### config.mk
export PLATFORM = sky130hd
export DESIGN_NAME = gtpu_encap_ip_rewrite_unit
export DESIGN_NICKNAME = d
export VERILOG_FILES = /design/src/design/gtpu_pkg.sv /design/src/design/gtpu_out_fifo.sv /design/src/design/gtpu_engine.sv /design/src/design/gtpu_encap_ip_rewrite_unit.sv
export SDC_FILE = /design/constraint.sdc
export NUM_CORES = 1
export LEC_CHECK = 0
export BUFFER_PORTS_ARGS = -buffer_cell sky130_fd_sc_hd__buf_2
export CAP_MARGIN = 20
export CORE_AREA = 3 3 213 215
export DETAILED_ROUTE_END_ITERATION = 12
export DIE_AREA = 0 0 216 218
export PLACE_DENSITY_LB_ADDON = 0.25
export REMOVE_ABC_BUFFERS = 1
export SETUP_SLACK_MARGIN = 0.1
export SLEW_MARGIN = 40
export SYNTH_ARGS = -nofsm -noshare
export SYNTH_HDL_FRONTEND = slang
export SYNTH_SLANG_ARGS = --single-unit
### constraint.sdc
create_clock -name aclk -period 8.61 [get_ports aclk]
set_clock_uncertainty 0.15 [all_clocks]
set_input_delay 0 -clock aclk [delete_from_list [all_inputs] [get_ports aclk]]
set_output_delay 0 -clock aclk [all_outputs]
set_load 0.02 [all_outputs]
### src/design/gtpu_pkg.sv
package gtpu_pkg;

    // Frame classes, decided when the IPv4 header completes
    localparam logic [1:0] CLASS_UNDECIDED = 2'd0;
    localparam logic [1:0] CLASS_UPLINK    = 2'd1;
    localparam logic [1:0] CLASS_DOWNLINK  = 2'd2;
    localparam logic [1:0] CLASS_DROPPED   = 2'd3;

    // Result kinds carried on tuser
    localparam logic [1:0] KIND_UPLINK   = 2'd0;
    localparam logic [1:0] KIND_DOWNLINK = 2'd1;
    localparam logic [1:0] KIND_MARKER   = 2'd2;
    localparam logic [1:0] KIND_RESERVED = 2'd3;

    // Configuration register indexes
    localparam logic [2:0] CFG_MATCH_SRC = 3'd0;
    localparam logic [2:0] CFG_NEW_SRC   = 3'd1;
    localparam logic [2:0] CFG_NEW_DST   = 3'd2;
    localparam logic [2:0] CFG_NEW_PORT  = 3'd3;
    localparam logic [2:0] CFG_TEID      = 3'd4;
    localparam logic [2:0] CFG_FLAGS     = 3'd5;
    localparam logic [2:0] CFG_MSG_TYPE  = 3'd6;

    // Frame layout
    localparam logic [15:0] VLAN_TYPE   = 16'h8100;
    localparam logic [15:0] ETH_LEN     = 16'd14;
    localparam logic [15:0] VLAN_LEN    = 16'd18;
    localparam logic [15:0] POS_TYPE_HI = 16'd12;
    localparam logic [15:0] POS_TYPE_LO = 16'd13;
    localparam logic [15:0] POS_MAX     = 16'hFFFF;
    localparam logic [15:0] IP_LEN      = 16'd20;
    localparam logic [15:0] OFF_PROTO   = 16'd9;
    localparam logic [15:0] OFF_SRC0    = 16'd12;
    localparam logic [15:0] OFF_SRC3    = 16'd15;
    localparam logic [15:0] OFF_IP_LAST = 16'd19;
    localparam logic [15:0] OFF_PORT_HI = 16'd22;
    localparam logic [15:0] OFF_PORT_LO = 16'd23;
    localparam logic [15:0] OFF_CSUM_HI = 16'd26;
    localparam logic [15:0] OFF_CSUM_LO = 16'd27;
    localparam logic [7:0]  PROTO_UDP   = 8'd17;

    // Header burst: GTP-U header then rewritten IPv4 header
    localparam int          BURST_LEN  = 28;
    localparam int          IDX_W      = 5;
    localparam logic [4:0]  IDX_IP0    = 5'd8;
    localparam logic [4:0]  IDX_IPCS   = 5'd18;
    localparam logic [4:0]  IDX_LAST   = 5'(BURST_LEN - 1);
    localparam int          HDR_DEPTH  = 20;
    localparam int          HDR_AW     = 5;

    typedef struct packed {
        logic [31:0] match_src;
        logic [31:0] new_src;
        logic [31:0] new_dst;
        logic [15:0] new_port;
        logic [31:0] teid;
        logic [7:0]  flags;
        logic [7:0]  msg_type;
    } cfg_t;

    typedef struct packed {
        logic [15:0] port;
        logic [1:0]  kind;
        logic        last;
        logic [7:0]  data;
    } item_t;

    typedef struct packed {
        logic burst_active;
        logic burst_start;
    } eng_status_t;

endpackage

### src/design/gtpu_out_fifo.sv
module gtpu_out_fifo (
    input  logic               aclk,
    input  logic               aresetn,
    input  logic               push,
    input  gtpu_pkg::item_t    push_item,
    output logic               space,
    output logic [1:0]         count,
    output logic               m_valid,
    output gtpu_pkg::item_t    m_item,
    input  logic               m_ready
);

    gtpu_pkg::item_t slot_reg [2];
    logic            head_reg, head_next;
    logic            tail_reg, tail_next;
    logic [1:0]      count_reg, count_next;
    logic            pop;

    assign pop     = (count_reg != 2'd0) && m_ready;
    assign space   = (count_reg != 2'd2);
    assign count   = count_reg;
    assign m_valid = (count_reg != 2'd0);
    assign m_item  = slot_reg[head_reg];

    // Advance pointers and occupancy
    always_comb begin
        head_next  = pop ? ~head_reg : head_reg;
        tail_next  = push ? ~tail_reg : tail_reg;
        count_next = count_reg + 2'(push) - 2'(pop);
    end

    always_ff @(posedge aclk) begin
        if (!aresetn) begin
            head_reg  <= 1'b0;
            tail_reg  <= 1'b0;
            count_reg <= 2'd0;
        end else begin
            head_reg  <= head_next;
            tail_reg  <= tail_next;
            count_reg <= count_next;
        end
    end

    // Store item
    always_ff @(posedge aclk) begin
        if (push) begin
            slot_reg[tail_reg] <= push_item;
        end
    end

endmodule

### src/design/gtpu_engine.sv
module gtpu_engine (
    input  logic                    aclk,
    input  logic                    aresetn,
    input  gtpu_pkg::cfg_t          cfg,
    input  logic                    s_valid,
    output logic                    s_ready,
    input  logic [7:0]              in_byte,
    input  logic                    in_last,
    input  logic [15:0]             frame_len,
    output logic                    push,
    output gtpu_pkg::item_t         push_item,
    input  logic                    space,
    output gtpu_pkg::eng_status_t   status
);

    // IPv4 header memory, registered read
    logic [7:0] hdr_mem [gtpu_pkg::HDR_DEPTH];
    logic [7:0] rd_data_reg;
    logic [gtpu_pkg::HDR_AW-1:0] rd_addr;
    logic       mem_we;

    // Per-frame state
    logic [15:0] pos_reg, pos_next;
    logic        vlan_reg, vlan_next;
    logic [7:0]  type_hi_reg, type_hi_next;
    logic [1:0]  class_reg, class_next;
    logic [15:0] flen_reg, flen_next;
    logic [19:0] acc_reg, acc_next;
    logic [31:0] src_reg, src_next;
    logic [7:0]  proto_reg, proto_next;
    logic        emitted_reg, emitted_next;
    logic [15:0] port_reg, port_next;
    logic [7:0]  port_hi_reg, port_hi_next;

    // Burst sequencer
    logic                     burst_reg, burst_next;
    logic [gtpu_pkg::IDX_W-1:0] idx_reg, idx_next;
    logic                     blast_reg, blast_next;
    logic [19:0]              sum_reg, sum_next;
    logic [15:0]              len_reg, len_next;

    logic        s_fire, vlan_now, burst_start, burst_push;
    logic [15:0] hdr_len, off;
    logic        single_push;
    gtpu_pkg::item_t single_item, burst_item;
    logic [16:0] fold1;
    logic [15:0] fold2, csum;

    assign s_ready     = !burst_reg && space;
    assign s_fire      = s_valid && s_ready;
    assign burst_push  = burst_reg && space;
    assign status.burst_active = burst_reg;
    assign status.burst_start  = burst_start;

    // Parse one input item
    always_comb begin
        pos_next     = pos_reg;
        vlan_next    = vlan_reg;
        type_hi_next = type_hi_reg;
        class_next   = class_reg;
        flen_next    = flen_reg;
        acc_next     = acc_reg;
        src_next     = src_reg;
        proto_next   = proto_reg;
        emitted_next = emitted_reg;
        port_next    = port_reg;
        port_hi_next = port_hi_reg;
        mem_we       = 1'b0;
        burst_start  = 1'b0;
        single_push  = 1'b0;
        single_item  = '0;
        vlan_now     = vlan_reg;
        if (pos_reg == gtpu_pkg::POS_TYPE_LO) begin
            vlan_now = ({type_hi_reg, in_byte} == gtpu_pkg::VLAN_TYPE);
        end
        hdr_len = vlan_now ? gtpu_pkg::VLAN_LEN : gtpu_pkg::ETH_LEN;
        off     = pos_reg - hdr_len;
        if (s_fire) begin
            if (pos_reg == 16'd0) flen_next = frame_len;
            if (pos_reg == gtpu_pkg::POS_TYPE_HI) type_hi_next = in_byte;
            vlan_next = vlan_now;
            if (pos_reg >= hdr_len) begin
                if (off < gtpu_pkg::IP_LEN) begin
                    mem_we = 1'b1;
                    // Running sum of header words ahead of the checksum field
                    if (off == 16'd0) begin
                        acc_next = {4'd0, in_byte, 8'd0};
                    end else if (off <= gtpu_pkg::OFF_PROTO) begin
                        acc_next = acc_reg + (off[0] ? 20'(in_byte) : 20'({in_byte, 8'd0}));
                    end
                    if (off == gtpu_pkg::OFF_PROTO) proto_next = in_byte;
                    if (off >= gtpu_pkg::OFF_SRC0 && off <= gtpu_pkg::OFF_SRC3) begin
                        src_next = {src_reg[23:0], in_byte};
                    end
                    if (off == gtpu_pkg::OFF_IP_LAST) begin
                        if (src_reg == cfg.match_src) begin
                            if (proto_reg == gtpu_pkg::PROTO_UDP) begin
                                class_next  = gtpu_pkg::CLASS_UPLINK;
                                burst_start = 1'b1;
                            end else begin
                                class_next       = gtpu_pkg::CLASS_DROPPED;
                                single_push      = 1'b1;
                                single_item.kind = gtpu_pkg::KIND_MARKER;
                            end
                        end else begin
                            class_next = gtpu_pkg::CLASS_DOWNLINK;
                        end
                    end
                end else if (class_reg == gtpu_pkg::CLASS_UPLINK) begin
                    single_push      = 1'b1;
                    single_item.kind = gtpu_pkg::KIND_UPLINK;
                    priority if (off == gtpu_pkg::OFF_PORT_HI) begin
                        single_item.data = cfg.new_port[15:8];
                    end else if (off == gtpu_pkg::OFF_PORT_LO) begin
                        single_item.data = cfg.new_port[7:0];
                    end else if (off == gtpu_pkg::OFF_CSUM_HI
                                 || off == gtpu_pkg::OFF_CSUM_LO) begin
                        single_item.data = 8'd0;
                    end else begin
                        single_item.data = in_byte;
                    end
                end else if (class_reg == gtpu_pkg::CLASS_DOWNLINK) begin
                    // Learn the destination port
                    if (off == gtpu_pkg::OFF_PORT_HI) port_hi_next = in_byte;
                    if (off == gtpu_pkg::OFF_PORT_LO) port_next = {port_hi_reg, in_byte};
                    single_push      = 1'b1;
                    single_item.kind = gtpu_pkg::KIND_DOWNLINK;
                    single_item.data = in_byte;
                end
            end
            if (single_push || burst_start) emitted_next = 1'b1;
            // Close the frame
            if (in_last) begin
                if (single_push) begin
                    single_item.last = 1'b1;
                end else if (!burst_start && !emitted_reg) begin
                    single_push      = 1'b1;
                    single_item.kind = gtpu_pkg::KIND_MARKER;
                    single_item.last = 1'b1;
                end
                pos_next     = 16'd0;
                vlan_next    = 1'b0;
                class_next   = gtpu_pkg::CLASS_UNDECIDED;
                emitted_next = 1'b0;
            end else if (pos_reg != gtpu_pkg::POS_MAX) begin
                pos_next = pos_reg + 16'd1;
            end
            if (class_next == gtpu_pkg::CLASS_DROPPED) single_item.last = 1'b1;
        end
        single_item.port = port_next;
    end

    // Sequence the header burst
    always_comb begin
        burst_next = burst_reg;
        idx_next   = idx_reg;
        blast_next = blast_reg;
        sum_next   = sum_reg;
        len_next   = len_reg;
        if (burst_start) begin
            burst_next = 1'b1;
            idx_next   = '0;
            blast_next = in_last;
            sum_next   = acc_reg + 20'(cfg.new_src[31:16]) + 20'(cfg.new_src[15:0])
                       + 20'(cfg.new_dst[31:16]) + 20'(cfg.new_dst[15:0]);
            len_next   = (flen_reg >= hdr_len) ? flen_reg - hdr_len : 16'd0;
        end else if (burst_push) begin
            idx_next = idx_reg + 1'b1;
            if (idx_reg == gtpu_pkg::IDX_LAST) burst_next = 1'b0;
        end
        if (idx_next >= gtpu_pkg::IDX_IP0 && idx_next < gtpu_pkg::IDX_IPCS) begin
            rd_addr = idx_next - gtpu_pkg::IDX_IP0;
        end else begin
            rd_addr = '0;
        end
    end

    // Fold the header checksum
    always_comb begin
        fold1 = 17'(sum_reg[19:16]) + 17'(sum_reg[15:0]);
        fold2 = fold1[15:0] + 16'(fold1[16]);
        csum  = ~fold2;
    end

    // Select the burst byte
    always_comb begin
        burst_item      = '0;
        burst_item.kind = gtpu_pkg::KIND_UPLINK;
        burst_item.port = port_reg;
        burst_item.last = blast_reg && (idx_reg == gtpu_pkg::IDX_LAST);
        case (idx_reg)
            5'd0:  burst_item.data = cfg.flags;
            5'd1:  burst_item.data = cfg.msg_type;
            5'd2:  burst_item.data = len_reg[15:8];
            5'd3:  burst_item.data = len_reg[7:0];
            5'd4:  burst_item.data = cfg.teid[31:24];
            5'd5:  burst_item.data = cfg.teid[23:16];
            5'd6:  burst_item.data = cfg.teid[15:8];
            5'd7:  burst_item.data = cfg.teid[7:0];
            5'd18: burst_item.data = csum[15:8];
            5'd19: burst_item.data = csum[7:0];
            5'd20: burst_item.data = cfg.new_src[31:24];
            5'd21: burst_item.data = cfg.new_src[23:16];
            5'd22: burst_item.data = cfg.new_src[15:8];
            5'd23: burst_item.data = cfg.new_src[7:0];
            5'd24: burst_item.data = cfg.new_dst[31:24];
            5'd25: burst_item.data = cfg.new_dst[23:16];
            5'd26: burst_item.data = cfg.new_dst[15:8];
            5'd27: burst_item.data = cfg.new_dst[7:0];
            default: burst_item.data = rd_data_reg;
        endcase
    end

    assign push      = single_push || burst_push;
    assign push_item = burst_reg ? burst_item : single_item;

    // Header memory: the burst reads entries written by this frame's header
    always_ff @(posedge aclk) begin
        if (mem_we) begin
            hdr_mem[off[gtpu_pkg::HDR_AW-1:0]] <= in_byte;
        end
        rd_data_reg <= hdr_mem[rd_addr];
    end

    always_ff @(posedge aclk) begin
        if (!aresetn) begin
            pos_reg     <= '0;
            vlan_reg    <= 1'b0;
            type_hi_reg <= '0;
            class_reg   <= gtpu_pkg::CLASS_UNDECIDED;
            flen_reg    <= '0;
            acc_reg     <= '0;
            emitted_reg <= 1'b0;
            port_reg    <= '0;
            port_hi_reg <= '0;
            burst_reg   <= 1'b0;
            idx_reg     <= '0;
            blast_reg   <= 1'b0;
        end else begin
            pos_reg     <= pos_next;
            vlan_reg    <= vlan_next;
            type_hi_reg <= type_hi_next;
            class_reg   <= class_next;
            flen_reg    <= flen_next;
            acc_reg     <= acc_next;
            emitted_reg <= emitted_next;
            port_reg    <= port_next;
            port_hi_reg <= port_hi_next;
            burst_reg   <= burst_next;
            idx_reg     <= idx_next;
            blast_reg   <= blast_next;
        end
    end

    // Payload registers
    always_ff @(posedge aclk) begin
        src_reg   <= src_next;
        proto_reg <= proto_next;
        sum_reg   <= sum_next;
        len_reg   <= len_next;
    end

endmodule

### src/design/gtpu_encap_ip_rewrite_unit.sv
// GTP-U encapsulation with IPv4 header rewrite.
// s_ channel: one Ethernet frame byte per item, tlast on the final byte,
// frame length in tdata sampled on the frame's first byte.
// m_ channel: stripped or encapsulated packet bytes; tuser gives the kind
// (uplink byte, downlink byte, drop marker), tlast ends each frame's output.
// cfg channel: register writes by index, always ready; write only when idle.
// Throughput: one byte per cycle while the output queue has space. When the
// IPv4 header of an uplink UDP frame completes, the header sequencer emits 28
// bytes (GTP-U header plus rewritten IPv4 header), one per cycle while there
// is space, and holds s_tready low until it ends. A result enters the
// two-entry output queue in the cycle its byte is accepted and shows on m_
// in the cycle after. IPv4 header bytes come from a 20-entry memory with a
// registered read. Reset clears frame position, class, learned port and the
// output queue and loads the default addresses, port and tunnel fields.
// When the receiver stalls, the queue fills and s_tready drops; no item is
// lost or repeated.
module gtpu_encap_ip_rewrite_unit (
    input  logic        aclk,
    input  logic        aresetn,
    input  logic        s_tvalid,
    output logic        s_tready,
    input  logic [23:0] s_tdata,    // in_byte[7:0], frame_len[23:8]
    input  logic        s_tlast,
    output logic        m_tvalid,
    input  logic        m_tready,
    output logic [23:0] m_tdata,    // out_byte[7:0], learned_port[23:8]
    output logic        m_tlast,
    output logic [1:0]  m_tuser,    // out_kind[1:0]
    input  logic        cfg_valid,
    output logic        cfg_ready,
    input  logic [2:0]  cfg_index,
    input  logic [31:0] cfg_data
);

    gtpu_pkg::cfg_t        cfg_reg;
    gtpu_pkg::item_t       push_item, out_item;
    gtpu_pkg::eng_status_t status;
    logic                  push, space;
    logic [1:0]            q_count;

    assign cfg_ready = 1'b1;

    // Write configuration registers
    always_ff @(posedge aclk) begin
        if (!aresetn) begin
            cfg_reg.match_src <= 32'd352321550;
            cfg_reg.new_src   <= 32'd564920321;
            cfg_reg.new_dst   <= 32'd170417410;
            cfg_reg.new_port  <= 16'd23016;
            cfg_reg.teid      <= 32'd268435457;
            cfg_reg.flags     <= 8'h30;
            cfg_reg.msg_type  <= 8'hFF;
        end else if (cfg_valid && cfg_ready) begin
            case (cfg_index)
                gtpu_pkg::CFG_MATCH_SRC: cfg_reg.match_src <= cfg_data;
                gtpu_pkg::CFG_NEW_SRC:   cfg_reg.new_src   <= cfg_data;
                gtpu_pkg::CFG_NEW_DST:   cfg_reg.new_dst   <= cfg_data;
                gtpu_pkg::CFG_NEW_PORT:  cfg_reg.new_port  <= cfg_data[15:0];
                gtpu_pkg::CFG_TEID:      cfg_reg.teid      <= cfg_data;
                gtpu_pkg::CFG_FLAGS:     cfg_reg.flags     <= cfg_data[7:0];
                gtpu_pkg::CFG_MSG_TYPE:  cfg_reg.msg_type  <= cfg_data[7:0];
                default: ;
            endcase
        end
    end

    gtpu_engine u_engine (
        .aclk      (aclk),
        .aresetn   (aresetn),
        .cfg       (cfg_reg),
        .s_valid   (s_tvalid),
        .s_ready   (s_tready),
        .in_byte   (s_tdata[7:0]),
        .in_last   (s_tlast),
        .frame_len (s_tdata[23:8]),
        .push      (push),
        .push_item (push_item),
        .space     (space),
        .status    (status)
    );

    gtpu_out_fifo u_out_fifo (
        .aclk      (aclk),
        .aresetn   (aresetn),
        .push      (push),
        .push_item (push_item),
        .space     (space),
        .count     (q_count),
        .m_valid   (m_tvalid),
        .m_item    (out_item),
        .m_ready   (m_tready)
    );

    assign m_tdata = {out_item.port, out_item.data};
    assign m_tlast = out_item.last;
    assign m_tuser = out_item.kind;

    a_queue_bound: assert property (@(posedge aclk) disable iff (!aresetn)
        q_count != 2'd3)
        else $error("output queue overfilled");

    a_burst_blocks_input: assert property (@(posedge aclk) disable iff (!aresetn)
        status.burst_active |-> !s_tready)
        else $error("input accepted during header burst");

    a_burst_follows_start: assert property (@(posedge aclk) disable iff (!aresetn)
        status.burst_start |=> status.burst_active)
        else $error("header burst did not begin");

    a_kind_valid: assert property (@(posedge aclk) disable iff (!aresetn)
        m_tvalid |-> m_tuser != gtpu_pkg::KIND_RESERVED)
        else $error("reserved result kind");

endmodule

==> results.ini, run 1 <==
[synth]
syn-cell-area_um2 = 27300
synthAdderAreaFrac_pct = 6.89
synth_commonest_cells = 419 x nand2_1, 290 x edfxtp_1, 268 x dfxtp_1, 233 x nor2_1, 172 x a21oi_1
synth_edf_count = 290
syn_avg_cell_area_um2 = 10.3
synth_compound_area_share_pct = 12.7
yosysTopAreaCell = edfxtp_1
synth_mux_area_share_pct = 4.26
syn_inst = 2648
synth_ff_type = edfxtp_1
yosys.area.top_type_share_pct = 31.9
synth-async-reset-ratio_pct = 0
synth.yosys.warnings = 0
synth-seq-cells = 558
ys_types = 97
yosys.area_share.simple_pct = 17.9
ys_top_cells_by_area = edfxtp_1 32%, dfxtp_1 20%, nand2_1 5.8%, fa_1 3.7%, nor2_1 3.2%
synth.most_common_cell = nand2_1
yosysSeqAreaShare_pct = 51.5
synth_top_family_by_area = simple AND/OR/NAND/NOR gates
synthXorXnorAreaFrac_pct = 3.59

[clocking]
cts.repair.resized = 0
cts_tree = built
path_clk_slew_ns = 0.06
root_buffer = clkbuf_16
cts.sinks = 558
post-cts-setup-buffer-count = 0
numCtsBuffers = 56
clk_latency_ns = 0.62
h-tree-depth = 2
postCtsHoldBufs = 79
clockBufferDepth = 3

[timing]
rsz0062_at_grt = false
drv_slew = 0
max_slew.worst_pin.slew_ns = 0.871
hold_viol_final = 0
fin_crit_sh_pct = 91.8
slew_headroom_pct = 41.7
timing.setup.tns_ns = 0
finalSetupViolations = 0
fin_crit_ns = 7.91
max_clock_freq_mhz = 126

[critical_path]
reg2regPathDepth = 26
critical_path_arrival_ns = 8.29
crit_required_ns = 9.00
crit_type = register to register
crit_path_end_kind = register
start_kind = register
critPathMaxFanout = 23

[place]
gp_congestion = 0.999
dp.cells = 3241
port_buffers = 93
dp_hpwl_um = 57700

[global_route]
grt_pass1_wl_um = 128000
antenna_found_initial = 1
grt_pass1_vias = 21600
overflow = 0
grt_usage_pct = 35.7
grt_max_degree = 95

[final_layout]
final_layout_size_suffix_gt1_share_pct = 11.8
nets = 2970
stdcell_count = 3425
fin_util_pct = 70.7
area_growth_pct = 13.8

[min_path]
min_path_cells = 4
worstHoldPathType = input port to register

[die]
start_util_pct = 62.1
core_area_um2 = 43900
design.die.area_um2 = 47100
pin_count = 95
die_w_um = 216
die_y_um = 218
num_rows = 77

[status]
status = completed

[detailed_routing]
vias_per_cell = 6.49
route.detailed.drc = 0
first_pass_iters = 9
vias = 22200
drt_iter0_markers = 2740
wl_per_cell_um = 25.0
ant_nets = 0
routed_wl_um = 85700

[pwr]
p_leak_nw = 11.8
power_density_nw_per_um2 = 195
ir_drop_uv = 179

[flow_run]
drv_cap = 0

stage by stage:
step / hold slack (ns) / worst slack (ns) / power (mW) / area [um2]
2_1_floorplan: -0.0782 / 0.629 / 3.37 / 26700
3_3_place_gp: 0.0798 / 1.01 / 3.59 / 28300
3_5_place_dp: 0.0855 / 0.901 / 3.61 / 28400
4_1_cts: 0.00134 / 0.832 / 6.05 / 31000
5_1_grt: 0.0532 / 0.199 / 6.24 / 31100
6_report: 0.0109 / 0.703 / 6.06 / 31100
cell type report:
cell class / instances / area, um2
flip-flops and latches: 558 / 14100
well taps: 592 / 741
clock inverters: 16 / 179
inverters: 56 / 213
clock buffers: 88 / 1670
repair buffers: 221 / 1660
fillers: 3179 / 12900
multi-input cells: 1893 / 12500
diodes: 1 / 2.50
worst max-delay path, stage by stage, from the launching register on:
cell and delay, ns:
dfxtp_1 0.36, nor4_1 0.48, nand2_1 0.20, nor4_1 0.38
and3_1 0.24, nand2_1 0.07, o21ai_0 0.15, buf_4 0.23
inv_1 0.10, ha_1 0.51, o21ai_0 0.21, nor2_1 0.25
a31oi_1 0.24, a21oi_1 0.64, buf_4 0.29, nand3_2 0.08
nand2_1 0.15, inv_1 0.06, ha_1 0.18, or2_2 0.35
a21o_1 0.37, nor2_1 0.17, buf_4 0.26, nand2_1 0.45
mux2i_1 0.24, a2111oi_0 0.79, o2bb2ai_1 0.18
cell usage in the layout, fill, tap and decap left out, types with 46 or more instances in the layout:
cell and count:
buf_2 93, buf_4 46, edfxtp_1 290, ha_1 68, xnor2_1 56, mux2i_1 63, inv_1 55, xor2_1 55
clkbuf_16 58, fa_1 51, nor2_1 225, a21oi_1 171, o21ai_0 52, nand2_1 418, nand3_1 102, dfxtp_1 267
dlygate4sd3_1 79
worst paths after layout:
path / slack [ns] / start / to
max: 0.70 / u_engine.pos_reg[9] / u_engine.rd_data_reg[3]
min: 0.01 / s_tdata[12] / u_engine.flen_reg[4]
max reg2reg: 0.70 / u_engine.pos_reg[9] / u_engine.rd_data_reg[3]
min reg2reg: 0.31 / cfg_reg[61] / cfg_reg[61]
metal layers:
metal	vias up	track usage, %	part of all wire, %
met5	-	0	0
met4	0	21.2	6.8
met3	310	6.91	9.1
met2	1229	58.6	47
met1	10800	44.1	37
li1	9879	-	-
kinds of logic after synthesis:
| group | count (synthesis) |
|---|---|
| AOI/OAI and AO/OA | 502 |
| and+or+nand+nor | 1051 |
| buffers and inverters | 197 |
| adders and majority gates | 120 |
| DFF | 558 |
| xor gates and xnor gates | 112 |
| other | 1 |
| muxes | 107 |
power breakdown:
group | total, mW | switching [mW] | internal (mW)
sequential | 2.91 | 0.0457 | 2.86
clock | 2.46 | 1.04 | 1.42
combinational | 0.695 | 0.425 | 0.270
Note: power is estimated with default switching activity, not from simulation.
==> run 2: changes to the inputs <==
--- a/config.mk
+++ b/config.mk
@@ -7,10 +7,11 @@
 export LEC_CHECK = 0
 export BUFFER_PORTS_ARGS = -buffer_cell sky130_fd_sc_hd__buf_2
 export CAP_MARGIN = 20
-export CORE_AREA = 3 3 213 215
+export CORE_AREA = 3 3 241 243
 export DETAILED_ROUTE_END_ITERATION = 12
-export DIE_AREA = 0 0 216 218
+export DIE_AREA = 0 0 244 246
 export PLACE_DENSITY_LB_ADDON = 0.25
+export RECOVER_POWER = 50
 export REMOVE_ABC_BUFFERS = 1
 export SETUP_SLACK_MARGIN = 0.1
 export SLEW_MARGIN = 40
==> run 2 against run 1 <==
Net effect:
- the flow now finishes with violations (capacitance limit, slew limit)
- critical path depth decreased by 18
- first-iteration DRC count down 19%
- combinational power is 2% lower
- count of clock-buffer cells in the layout decreased by 10
- sequential share of layout area is 0.20 points lower
- setup slack gained 0.12 ns
- register-to-register slack improved by 0.27 ns
- non-clock buffer count unchanged
- cell count is 4.9% higher
- via count is 2.1% lower
- maximum frequency rose by 1.6%
- critical path type is now input port to register
- critical endpoint is now cfg_reg[34]
- largest cell class unchanged
==> results.ini, run 2 (synthesis results as in run 1) <==
[status]
status = finished, violations left
violations = capacitance limit, slew limit

[global_route]
grt_pass1_vias = 21300  ; -1.4%
antenna_found_initial = 1  ; unchanged
overflow = 0  ; unchanged
grt_usage_pct = 28.9  ; -6.8 points
grt_max_degree = 85  ; -11%
grt_pass1_wl_um = 132000  ; +2.7%

[die]
die_y_um = 246  ; +13%
design.die.area_um2 = 60000  ; +27%
core_area_um2 = 56200  ; +28%
pin_count = 95  ; unchanged
start_util_pct = 48.6  ; -14 points
die_w_um = 244  ; +13%
num_rows = 87  ; +13%

[final_layout]
stdcell_count = 3592  ; +4.9%
final_layout_size_suffix_gt1_share_pct = 10.2  ; -1.6 points
final_area_um2 = 31200  ; +0.45%
nets = 2972  ; +0.067%
antennaDiodeCount = 0  ; -1
final_cell_mix = 419 x nand2_1, 290 x edfxtp_1, 267 x dfxtp_1
layout_commonest_cell = nand2_1
area_growth_pct = 14.3

[min_path]
worstHoldPathType = input port to register
hp-start = s_tdata[11]

[pwr]
power_density_nw_per_um2 = 195  ; about the same
p_clk_share_pct = 41.1  ; +0.5 points
p_int_mw = 4.54  ; -0.27%
pwr-share-seq_pct = 47.8  ; -0.2 points
power.switching_mw = 1.55  ; +2.4%
p_leak_nw = 11.7  ; -1.1%
sw_frac_of_total_pct = 25.4  ; +0.50 points
p_comb_share_pct = 11.2  ; -0.3 points
ir_drop_uv = 159  ; -11%

[place]
port_buffers = 93  ; unchanged
dp.cells = 3404  ; +5.0%
dp_slack_ns = 1.09  ; +0.190 ns
gp_congestion = 0.950  ; -4.9%
dpl-instance-area_um2 = 28600  ; +0.59%
dp_hpwl_um = 61300  ; +6.1%

[detailed_routing]
vias_per_cell = 6.06  ; -6.6%
route.detailed.drc = 0  ; unchanged
routed_wl_um = 87700  ; +2.4%
wl_per_cell_um = 24.4  ; -2.4%
drt_iter0_markers = 2211  ; -19%
first_pass_iters = 7  ; -2
ant_nets = 0  ; unchanged
vias = 21800  ; -2.1%

[critical_path]
slowest_delay_ns = 2.68  ; +1.89 ns
cp-startpoint = aresetn
crit_path_end_kind = register
crit_type = input port to register
timing.rr.start = u_engine.pos_reg[10]
critPathMaxFanout = 84  ; +270%
critical_path_arrival_ns = 8.15  ; -0.14 ns
crit_required_ns = 8.97  ; -0.03 ns
crit_slowest_cell = clkbuf_1
start_kind = input port
path_cells = dlygate4sd3_1 > buf_2 > clkbuf_1 > clkinvlp_2 > clkbuf_1 > dlygate4sd2_1 > a21oi_1 > dlygate4sd3_1
crit_family = buffers and inverters
cp_num_buf_inv = 7  ; +2

[timing]
slew_headroom_pct = -150  ; -190 points
hold_viol_final = 0  ; unchanged
setup_ws_ns = 0.824  ; +0.121 ns
fin_crit_ns = 7.79  ; -0.121 ns
max_slew.worst_pin.slew_ns = 3.75  ; +2.88 ns
finalSetupViolations = 0  ; unchanged
timing.setup.tns_ns = 0  ; unchanged
hold_slack_ns = 0.0224  ; +0.0116 ns
max_clock_freq_mhz = 128  ; +1.6%
drv_slew = 472  ; +472
rsz0062_at_grt = false
fin_crit_sh_pct = 90.4  ; -1.4 points

[clocking]
numCtsBuffers = 58  ; +3.6%
cts.repair.resized = 0  ; unchanged
root_buffer = clkbuf_16
cts.sinks = 558  ; unchanged
cts_tree = built
h-tree-depth = 2  ; unchanged
path_clk_slew_ns = 0.06  ; about the same
clk_latency_ns = 0.62  ; about the same
clockBufferDepth = 3  ; unchanged

[flow_run]
drv_cap = 12  ; +12

[run 2: final cells by class]
cell class,instances,area (um2)
fill,4907,25000
sequential,558,14100
multi-input combinational,1893,12600
clock buffer,78,1630
timing repair buffer,221,1540
tap,756,946
clock inverter,30,256
inverter,56,211
[run 2: stage by stage]
| stage | util [%] | total power, mW |
|---|---|---|
| detailed placement | 50.9 | 3.62 |
| global placement | 50.8 | 3.61 |
| CTS | 55.7 | 6.12 |
| global route | 55.6 | 6.29 |
| floorplan | - | 3.37 |
| finish | 55.6 | 6.09 |
[run 2: metal layers]
layer / vias to the layer above / track usage (%) / wire length [um] / part of all wire [%]
met3: 246 / 4.83 / 7130 / 8.1
met1: 10600 / 37.1 / 34700 / 40
met5: - / 0 / 0 / 0
met2: 1007 / 46.9 / 40600 / 46
li1: 9884 / - / - / -
met4: 0 / 15.6 / 5250 / 6.0
[run 2: path summary, 6_finish.rpt]
| kind | to | slack, ns | cells after the start |
|---|---|---|---|
| setup / recovery | cfg_reg[34] | 0.82 | 8 |
| hold / removal | u_engine.flen_reg[3] | 0.02 | 4 |
| setup reg to reg | u_engine.rd_data_reg[2] | 0.97 | 24 |
| hold reg to reg | cfg_reg[63] | 0.31 | 2 |
[run 2: timing repair]
item | CTS | global route
setup endpoints to repair | 0 | 0
hold buffers | 80 | 0
setup buffers | 0 | 0
hold endpoints to repair | 339 | 0
[run 2: power by group through the flow]
stage | clock network, mW | registers (mW) | logic [mW]
6_report | 2.50 | 2.91 | 0.680
5_1_grt | 2.64 | 2.91 | 0.739
4_1_cts | 2.52 | 2.91 | 0.688
3_5_place_dp | 0 | 2.96 | 0.659
3_3_place_gp | 0 | 2.96 | 0.647
2_1_floorplan | 0 | 2.96 | 0.405
[run 2: worst reg2reg max path, delay by kind of cell (launching register included)]
kind	cells	cell delay, ns
xor+xnor	1	0.25
simple gates	11	2.94
buf+inv	3	0.48
mux	1	0.22
compound gates	6	2.45
fa+ha+maj	2	0.70
flops	1	0.38
